`config.mk`:
```
export PLATFORM = sky130hd
export DESIGN_NAME = bmh_ctrl
export DESIGN_NICKNAME = d
export VERILOG_FILES = /design/src/bmh_pkg.sv /design/src/bmh_ctrl.sv
export SDC_FILE = /design/constraint.sdc
export NUM_CORES = 1
export LEC_CHECK = 0
export ABC_CLOCK_PERIOD_IN_PS = 11350
export BUFFER_PORTS_ARGS = -buffer_cell sky130_fd_sc_hd__buf_2
export CAP_MARGIN = 30
export CORE_MARGIN = 2
export CORE_UTILIZATION = 25
export DETAILED_ROUTE_END_ITERATION = 16
export GPL_TIMING_DRIVEN = 0
export PLACE_DENSITY_LB_ADDON = 0.3
export SYNTH_ARGS = -nofsm -noshare
export SYNTH_HDL_FRONTEND = slang
export SYNTH_SLANG_ARGS = --single-unit
```
`constraint.sdc`:
```
create_clock -name clk -period 11.35 [get_ports clk]
set_clock_uncertainty 0.2 [all_clocks]
set_input_delay 2.27 -clock clk [delete_from_list [all_inputs] [get_ports clk]]
set_output_delay 2.27 -clock clk [all_outputs]
set_load 0.02 [all_outputs]
```
`src/bmh_pkg.sv`:
```
// ----------------------------------------------------------------------------
// bmh_pkg
// Shared types and constants of the binary max-heap core: field widths,
// operation and status codes, and the result record.
// ----------------------------------------------------------------------------
package bmh_pkg;

	// Field widths.
	localparam int VAL_W  = 32;
	localparam int CNT_W  = 11;
	localparam int ST_W   = 2;
	// A heap slot number (1-based), wide enough for twice the largest count.
	localparam int SLOT_W = CNT_W + 1;

	// Default store depth.
	localparam int DEPTH_DEF = 1024;

	// Operation codes.
	localparam logic OP_INSERT     = 1'b0;
	localparam logic OP_DELETE_MAX = 1'b1;

	// Status codes.
	localparam logic [ST_W-1:0] ST_OK    = 2'd0;
	localparam logic [ST_W-1:0] ST_FULL  = 2'd1;
	localparam logic [ST_W-1:0] ST_EMPTY = 2'd2;

	// Configuration register map.
	localparam int                 PADDR_W   = 2;
	localparam logic [PADDR_W-1:0] ADDR_CAP  = 2'd0;
	localparam logic [CNT_W-1:0]   CAP_RESET = 11'd1024;

	// Result record from the sequencer to the output ports.
	typedef struct packed {
		logic                     valid;
		logic [ST_W-1:0]          status;
		logic signed [VAL_W-1:0]  max_value;
	} bmh_result_t;

endpackage

```
`src/bmh_ctrl.sv`:
```
// ----------------------------------------------------------------------------
// bmh_ctrl
// Sift sequencer: holds the element count and walks the heap one level per
// cycle, reading the next level while writing back the current one.
// ----------------------------------------------------------------------------
module bmh_ctrl #(
	parameter int DEPTH = bmh_pkg::DEPTH_DEF,
	parameter int AW    = $clog2(DEPTH)
) (
	input  logic                             clk,
	input  logic                             arst_n,
	input  logic                             start,
	input  logic                             op,
	input  logic signed [bmh_pkg::VAL_W-1:0]  item_value,
	input  logic [bmh_pkg::CNT_W-1:0]         eff_cap,
	output logic                             busy,
	output logic [bmh_pkg::CNT_W-1:0]         count,
	output bmh_pkg::bmh_result_t              result,
	output logic [AW-1:0]                    rd_addr_a,
	output logic [AW-1:0]                    rd_addr_b,
	input  logic signed [bmh_pkg::VAL_W-1:0]  rd_data_a,
	input  logic signed [bmh_pkg::VAL_W-1:0]  rd_data_b,
	output logic                             wr_en,
	output logic [AW-1:0]                    wr_addr,
	output logic signed [bmh_pkg::VAL_W-1:0]  wr_data
);

	localparam int SW = bmh_pkg::SLOT_W;

	typedef enum logic [2:0] {
		S_IDLE,
		S_UP_CMP,
		S_UP_ROOT,
		S_DN_LOAD,
		S_DN_CMP,
		S_DN_FIN
	} state_t;

	state_t                           state_q;
	logic [bmh_pkg::CNT_W-1:0]        count_q;
	logic [SW-1:0]                    slot_q;
	logic signed [bmh_pkg::VAL_W-1:0] val_q;
	bmh_pkg::bmh_result_t             result_q;

	logic [SW-1:0]                    count_slot;
	logic [SW-1:0]                    slot_ins;
	logic [SW-1:0]                    up_next;
	logic                             up_move;
	logic [SW-1:0]                    child_l;
	logic                             pick_r;
	logic [SW-1:0]                    child;
	logic signed [bmh_pkg::VAL_W-1:0] child_val;
	logic                             dn_move;
	logic [SW-1:0]                    child_next;
	logic                             accept;
	logic                             ins_full;
	logic [SW-1:0]                    rd_slot_a;
	logic [SW-1:0]                    rd_slot_b;
	logic [SW-1:0]                    wr_slot;

	// Slot numbers are 1-based; the store is addressed from zero.
	function automatic logic [AW-1:0] to_addr(input logic [SW-1:0] s);
		logic [SW-1:0] d;
		d = (s == '0) ? '0 : s - SW'(1);
		return AW'(d);
	endfunction

	// Comparisons and next slots for both sift directions.
	always_comb begin
		accept     = start && (state_q == S_IDLE);
		ins_full   = (count_q >= eff_cap);
		count_slot = SW'(count_q);
		slot_ins   = count_slot + SW'(1);
		up_next    = slot_q >> 1;
		up_move    = (rd_data_a < val_q);
		child_l    = slot_q << 1;
		pick_r     = (child_l < count_slot) && (rd_data_a < rd_data_b);
		child      = pick_r ? (child_l + SW'(1)) : child_l;
		child_val  = pick_r ? rd_data_b : rd_data_a;
		dn_move    = (val_q < child_val);
		child_next = child << 1;
	end

	// Memory read and write requests.
	always_comb begin
		rd_slot_a = '0;
		rd_slot_b = '0;
		wr_en     = 1'b0;
		wr_slot   = slot_q;
		wr_data   = val_q;
		unique case (state_q)
			S_IDLE: begin
				if (op == bmh_pkg::OP_INSERT) begin
					rd_slot_a = slot_ins >> 1;
					wr_en     = accept && !ins_full && (count_q == '0);
					wr_slot   = SW'(1);
					wr_data   = item_value;
				end else begin
					rd_slot_a = SW'(1);
					rd_slot_b = count_slot;
				end
			end
			S_UP_CMP: begin
				rd_slot_a = up_next >> 1;
				wr_en     = 1'b1;
				wr_data   = up_move ? rd_data_a : val_q;
			end
			S_UP_ROOT: begin
				wr_en = 1'b1;
			end
			S_DN_LOAD: begin
				rd_slot_a = child_l;
				rd_slot_b = child_l + SW'(1);
			end
			S_DN_CMP: begin
				rd_slot_a = child_next;
				rd_slot_b = child_next + SW'(1);
				wr_en     = 1'b1;
				wr_data   = dn_move ? child_val : val_q;
			end
			S_DN_FIN: begin
				wr_en = 1'b1;
			end
			default: begin
				wr_en = 1'b0;
			end
		endcase
	end

	assign rd_addr_a = to_addr(rd_slot_a);
	assign rd_addr_b = to_addr(rd_slot_b);
	assign wr_addr   = to_addr(wr_slot);

	// Sequencer state, count and the registered result.
	always_ff @(posedge clk or negedge arst_n) begin
		if (!arst_n) begin
			state_q        <= S_IDLE;
			count_q        <= '0;
			slot_q         <= '0;
			val_q          <= '0;
			result_q       <= '0;
		end else begin
			result_q.valid <= 1'b0;
			unique case (state_q)
				S_IDLE: begin
					if (accept) begin
						result_q.max_value <= '0;
						if (op == bmh_pkg::OP_INSERT) begin
							if (ins_full) begin
								result_q.valid  <= 1'b1;
								result_q.status <= bmh_pkg::ST_FULL;
							end else begin
								count_q <= count_q + bmh_pkg::CNT_W'(1);
								slot_q  <= slot_ins;
								val_q   <= item_value;
								if (count_q == '0) begin
									// First element goes straight to the root.
									result_q.valid  <= 1'b1;
									result_q.status <= bmh_pkg::ST_OK;
								end else begin
									state_q <= S_UP_CMP;
								end
							end
						end else begin
							if (count_q == '0) begin
								result_q.valid  <= 1'b1;
								result_q.status <= bmh_pkg::ST_EMPTY;
							end else begin
								count_q <= count_q - bmh_pkg::CNT_W'(1);
								slot_q  <= SW'(1);
								state_q <= S_DN_LOAD;
							end
						end
					end
				end
				S_UP_CMP: begin
					if (up_move) begin
						// Parent moved down; continue one level higher.
						slot_q <= up_next;
						if (up_next == SW'(1)) begin
							state_q <= S_UP_ROOT;
						end
					end else begin
						result_q.valid  <= 1'b1;
						result_q.status <= bmh_pkg::ST_OK;
						state_q         <= S_IDLE;
					end
				end
				S_UP_ROOT: begin
					result_q.valid  <= 1'b1;
					result_q.status <= bmh_pkg::ST_OK;
					state_q         <= S_IDLE;
				end
				S_DN_LOAD: begin
					// Root is the removed maximum, the old last element sifts down.
					result_q.max_value <= rd_data_a;
					val_q              <= rd_data_b;
					if (count_q == '0) begin
						result_q.valid  <= 1'b1;
						result_q.status <= bmh_pkg::ST_OK;
						state_q         <= S_IDLE;
					end else if (child_l > count_slot) begin
						state_q <= S_DN_FIN;
					end else begin
						state_q <= S_DN_CMP;
					end
				end
				S_DN_CMP: begin
					if (dn_move) begin
						slot_q <= child;
						if (child_next > count_slot) begin
							state_q <= S_DN_FIN;
						end
					end else begin
						result_q.valid  <= 1'b1;
						result_q.status <= bmh_pkg::ST_OK;
						state_q         <= S_IDLE;
					end
				end
				S_DN_FIN: begin
					result_q.valid  <= 1'b1;
					result_q.status <= bmh_pkg::ST_OK;
					state_q         <= S_IDLE;
				end
				default: begin
					state_q <= S_IDLE;
				end
			endcase
		end
	end

	assign busy   = (state_q != S_IDLE);
	assign count  = count_q;
	assign result = result_q;

endmodule

```
==> metrics.md, run 1 <==
| Metric | Value |
|---|---|
| Outcome | `finished, final reports clean` |
| CP max stage delay | `0.62 ns` |
| Main synth FF type | `dfrtp_1` |
| Global-route wire length before repair | `66.9 mm` |
| Final hold violations | `0` |
| Setup CP Type | `in2out` |
| # setup viols final | `0` |
| Initial DRC Count | `1000` |
| Pins over their slew limit | `0` |
| Height of the die | `211 µm` |
| Vias in the first global route | `10600` |
| Via/cell ratio | `5.33` |
| RSZ-0062 raised after global routing | `true` |
| Slowest CP cell | `or4_1` |
| Die X | `211 µm` |
| Area growth, synth to finish | `20.5%` |
| Clock Pin Slew Worst Setup and Hold Paths | `0.08 ns` |
| Critical Path AT | `8.66 ns` |
| Pre-antenna DRT Iters | `7` |
| Asr flop ratio synth | `1.00` |
| Die Area | `44400 µm²` |
| Worst path bufs/invs | `5` |
| Met3 Use GR | `0.0436` |
| Tcrit/Tclk final | `0.980` |
| Clock H-tree levels | `3` |
| GRT Util Overall | `0.201` |
| Startpoint types | `primary input` |
| Final non-filler cell total | `2054` |
| Routability Congestion | `0.961` |
| Post-DR wirelength/cell | `22.1 µm` |
| Seq/Total Area, Yosys | `0.218` |
| Post-Syn Nets | `1526` |
| Initial Util | `0.254` |
| Syn Inst Count | `1274` |
| Clk sink count | `93` |
| Synthesized area | `10700 µm²` |
| R2R cell count | `24` |
| Slew @ Worst Pin | `0.998 ns` |
| Worst-skew pair later-pin latency | `0.39 ns` |
| Ports | `221` |
| Post-synth EDFFs | `0` |
| Grt peak-use layer | `met2` |
| WHS Path Cells | `1` |
| Met1 Usage GRT | `0.253` |
| Layout cells sized above 1 | `0.232` |
| Total core area | `42000 µm²` |
| Yosys reg bits | `93` |
| Ys Warns | `0` |
| DRC viols | `0` |
| Clock root buffer | `clkbuf_16` |
| CTS tree | `done` |
| Largest net degree at the start of global routing | `48` |
| Detailed Place HPWL | `35.7 mm` |
| Fill cells | `4539` |
| Critical Path RT | `8.88 ns` |
| Commonest non-fill, non-tap cell in the layout | `buf_2` |
| Mapped Avg Cell Area | `8.39 µm²` |
| Max Clk Rate | `0.0899 GHz` |
| Hold WC Path Type | `reg2reg` |
| Final core utilization | `0.306` |
| # Max-Cap Violations | `0` |
| Levels on crit path | `25` |
| IO Port Bufs | `219` |
| GRT Residual Overflow | `0` |
| Multi-input combinational cell area | `7710 µm²` |
| Top delay family on crit path | `simple AND/OR/NAND/NOR gates` |
| Rel. slew slack | `0.328` |
| CTS Buf Count | `9` |
| Post-synth cell types | `73` |
| Routed Antenna Nets | `0` |
| GR Layer Usage met2 | `0.340` |
| Initial antenna violation count | `6` |
| Clock tree buffer depth | `2` |
| Most used cell, CP | `buf_2` |
| Nets | `1758` |
| Clock period minus worst slack | `11.13 ns` |
| Row count | `75` |
| Critical-path maximum fanout | `10` |
| Via count | `10900` |
| CP Capture Type | `primary output` |
| Register area | `2330 µm²` |
| Most frequent cells in the layout | `buf_2, ha_1, inv_1, nor2_1, a21oi_1` |
| Aggregate routed wire length | `45.5 mm` |
| Placed insts | `2034` |
worst paths after layout:
path | start | to | slack (ns)
max | rd_data_a[15] | wr_data[8] | 0.22
min | result[5] | result[5] | 0.30
max reg2reg | count[2] | slot_q[1] | 4.23
min reg2reg | result[5] | result[5] | 0.30
max in group asynchronous | arst_n | state_q[0] | 8.49
min in group asynchronous | arst_n | result[18] | 1.73
registers in the layout, summed over array words and instances, names as in the netlist:
| register | count |
|---|---|
| count | 11 |
| result | 35 |
| slot_q | 12 |
| state_q | 3 |
| val_q | 32 |
layout make-up:
cell class,count,area share
Multi-Input combinational cell,1004,0.599
Inverter,103,0.0300
Clock buffer,11,0.0189
Clock inverter,5,0.00447
Tap cell,539,0.0524
Antenna cell,4,0.000777
Timing Repair Buffer,222,0.0889
Buffer,73,0.0248
Sequential cell,93,0.181
kinds of logic (layout without fill, tap and decap cells):
| kind of cell | Yosys count | count (layout) | synth area share |
|---|---|---|---|
| xor gates and xnor gates | 29 | 29 | 0.0238 |
| DFF | 93 | 93 | 0.218 |
| muxes | 151 | 151 | 0.150 |
| adders and majority gates | 141 | 141 | 0.166 |
| and+or+nand+nor | 324 | 324 | 0.146 |
| AOI/OAI and AO/OA | 359 | 359 | 0.231 |
| buffers and inverters | 177 | 414 | 0.0655 |
| other | 0 | 4 | 0 |
per-stage QoR:
stage / instance area [µm²] / hold slack, ns / TNS [ns] / setup slack, ns
2_1_floorplan: 10700 / 0.327 / 0 / 1.09
3_3_place_gp: 12500 / 0.279 / -23.82 / -0.960
3_5_place_dp: 12500 / 0.277 / -23.66 / -0.957
4_1_cts: 12800 / 0.300 / 0 / 0.0225
5_1_grt: 12900 / 0.310 / -0.00453 / -0.00453
6_report: 12900 / 0.299 / 0 / 0.223
synth_stat cells, drive strengths merged, types with 4 or more instances:
| library cell | n | area (µm²) |
|---|---|---|
| nand4 | 18 | 113 |
| and2 | 5 | 31.3 |
| mux2i | 77 | 771 |
| buf | 12 | 80.1 |
| inv | 101 | 379 |
| xor2 | 6 | 52.6 |
| a21o | 23 | 173 |
| nand2b | 10 | 62.6 |
| xnor2 | 23 | 201 |
| dfrtp | 93 | 2330 |
| or4 | 5 | 37.5 |
| a22oi | 10 | 75.1 |
| o211ai | 4 | 30.0 |
| clkbuf | 62 | 233 |
| ha | 140 | 1750 |
| a21oi | 97 | 485 |
| o21ai | 88 | 440 |
| or2 | 4 | 25.0 |
| a221o | 4 | 40.0 |
| o21a | 11 | 82.6 |
| nor3 | 21 | 105 |
| nor2b | 11 | 68.8 |
| a22o | 33 | 289 |
| nand2 | 88 | 333 |
| a222oi | 33 | 330 |
| a21boi | 7 | 52.6 |
| a211oi | 7 | 52.6 |
| nor4 | 13 | 81.3 |
| o31ai | 4 | 30.0 |
| nand3 | 23 | 120 |
| or3 | 4 | 30.0 |
| and3 | 5 | 31.3 |
| mux2 | 74 | 833 |
| nor2 | 101 | 379 |
| a2111oi | 5 | 81.3 |
routing by layer:
metal	vias up	share of wire
met1	5255	0.42
met4	2	0.027
met5	-	0.00031
met2	427	0.48
met3	62	0.071
li1	5201	-
what timing repair did:
item                       in CTS  in global routing
setup endpoints to repair      31                 30
pin swaps                       1                  2
buffers inserted                0                  1
gates resized for setup        12                 12
hold buffers                    0                  0
Power of run 1 is left out: the tool's default activity adds up to more than one toggle a clock period on the data nets, which glitch-free logic cannot reach.
==> inputs of run 2 (changes only) <==
--- a/config.mk
+++ b/config.mk
@@ -8,8 +8,9 @@
 export ABC_CLOCK_PERIOD_IN_PS = 11350
 export BUFFER_PORTS_ARGS = -buffer_cell sky130_fd_sc_hd__buf_2
 export CAP_MARGIN = 30
+export CORE_ASPECT_RATIO = 1.4
 export CORE_MARGIN = 2
-export CORE_UTILIZATION = 25
+export CORE_UTILIZATION = 30
 export DETAILED_ROUTE_END_ITERATION = 16
 export GPL_TIMING_DRIVEN = 0
 export PLACE_DENSITY_LB_ADDON = 0.3
==> metrics.md, run 2 (same netlist as run 1, synthesis figures left out) <==
| Metric | Value |
|---|---|
| Outcome | `finished, final reports clean` |
| DRC viols | `0` |
| Final worst slack | `0.257 ns` |
| Commonest non-fill, non-tap cell in the layout | `buf_2` |
| GRT Residual Overflow | `0` |
| Detailed Place HPWL | `34.9 mm` |
| Largest net degree at the start of global routing | `55` |
| Die X | `163 µm` |
| Cts hold-fix bufs | `0` |
| Routability Congestion | `0.991` |
| Layout cells sized above 1 | `0.230` |
| Flip-flop count of the largest register after layout | `35` |
| Pre-antenna DRT Iters | `6` |
| Routed Antenna Nets | `0` |
| Final hold violations | `0` |
| Area growth, synth to finish | `19.5%` |
| Total core area | `35100 µm²` |
| Placed insts | `1952` |
| Clock Pin Slew Worst Setup and Hold Paths | `0.07 ns` |
| Pins over their slew limit | `0` |
| Initial Util | `0.305` |
| Critical Path RT | `8.88 ns` |
| Startpoint types | `primary input` |
| CTS tree | `done` |
| Final TNS setup | `0 ns` |
| Setup Slack @ Placement | `-0.811 ns` |
| Clk sink count | `93` |
| CP Capture Type | `primary output` |
| Critical Path AT | `8.62 ns` |
| Rel. slew slack | `0.336` |
| Clock period minus worst slack | `11.09 ns` |
| Clock root buffer | `clkbuf_16` |
| # setup viols final | `0` |
| Ports | `221` |
| IO Port Bufs | `219` |
| Initial DRC Count | `876` |
| Final non-filler cell total | `1968` |
| Die Area | `37200 µm²` |
| RSZ-0062 raised after global routing | `false` |
| Most frequent cells in the layout | `buf_2, ha_1, inv_1, nor2_1, a21oi_1` |
| CTS Buf Count | `9` |
| Critical-path maximum fanout | `11` |
| Via/cell ratio | `5.70` |
| Height of the die | `227 µm` |
| Tcrit/Tclk final | `0.977` |
| Vias in the first global route | `11500` |
| Setup CP Type | `in2out` |
| Max Clk Rate | `0.0902 GHz` |
| Via count | `11200` |
| Global-route wire length before repair | `65.6 mm` |
| GRT Util Overall | `0.235` |
| Clock tree buffer depth | `2` |
| Hold WC Path Type | `reg2reg` |
| Post-DR wirelength/cell | `22.3 µm` |
| Fill cells | `3742` |
| Row count | `81` |
| Slew @ Worst Pin | `0.996 ns` |
| # Max-Cap Violations | `0` |
| Worst-skew pair later-pin latency | `0.38 ns` |
| Nets | `1758` |
| Final core utilization | `0.364` |
| Initial antenna violation count | `3` |
| Clock H-tree levels | `3` |
| Aggregate routed wire length | `43.8 mm` |
-- run 2: cell types whose count changed in the layout (fill, tap and decap cells not counted), sizes merged, moves of 2 or more --
cell | before | now
buf | 233 | 235
clkbuf | 72 | 69
diode | 4 | 2
clkinv | 5 | 3
-- run 2: path summary, 6_finish.rpt --
kind,slack (ns),end,start,depth (start not counted)
worst max-delay path,0.26,wr_data[1],rd_data_a[15],24
worst min-delay path,0.30,result[7],result[7],1
worst max register to register,4.47,slot_q[2],count[9],21
worst min register to register,0.30,result[7],result[7],1
max in group asynchronous,8.54,result[34],arst_n,2
min in group asynchronous,1.68,val_q[19],arst_n,1
-- run 2: final cells by class --
| cell class | count | area (µm²) | area share |
|---|---|---|---|
| inverter | 103 | 387 | 0.0303 |
| timing repair buffer | 223 | 1140 | 0.0896 |
| antenna | 2 | 5.00 | 0.000392 |
| tap | 456 | 571 | 0.0447 |
| buffer | 72 | 312 | 0.0244 |
| clock inverter | 6 | 96.3 | 0.00755 |
| sequential | 93 | 2330 | 0.182 |
| multi-input combinational | 1004 | 7700 | 0.603 |
| clock buffer | 9 | 225 | 0.0176 |
-- run 2: timing repair --
action                                  4_1_cts  5_1_grt
endpoints found under the setup margin       31       29
gates resized for setup                       8        5
setup buffers                                 0        1
endpoints found under the hold margin         0        0
pin swaps                                     0        1
-- run 2: critical path, cell delays in order --
cell	delay, ns
buf_2	0.15
ha_1	0.32
nand2_1	0.13
nor4_2	0.37
a32oi_2	0.24
a2111oi_4	0.55
nor3_1	0.09
or3b_4	0.49
clkbuf_4	0.25
nor2_1	0.11
a21oi_1	0.07
ha_2	0.46
nand4_1	0.17
nor3_2	0.22
nand4_1	0.26
or4_1	0.59
nand3_1	0.20
and4_1	0.27
a2111oi_4	0.06
nand2_4	0.18
buf_6	0.22
mux2_2	0.35
o21ai_0	0.33
buf_2	0.24
-- run 2: per-layer routing --
metal | GRT usage | part of all wire | vias up
li1 | - | - | 5191
met1 | 0.244 | 0.36 | 5382
met2 | 0.418 | 0.50 | 496
met3 | 0.0521 | 0.068 | 148
met4 | 0.163 | 0.071 | 2
met5 | 0 | 0.00032 | -
-- run 2: through the flow --
stage          area (µm²)  hold slack (ns)
2_1_floorplan       10700            0.327
3_3_place_gp        12300            0.278
3_5_place_dp        12400            0.276
4_1_cts             12700            0.301
5_1_grt             12800            0.323
6_report            12800            0.298
Power of run 2 is left out for the same reason.
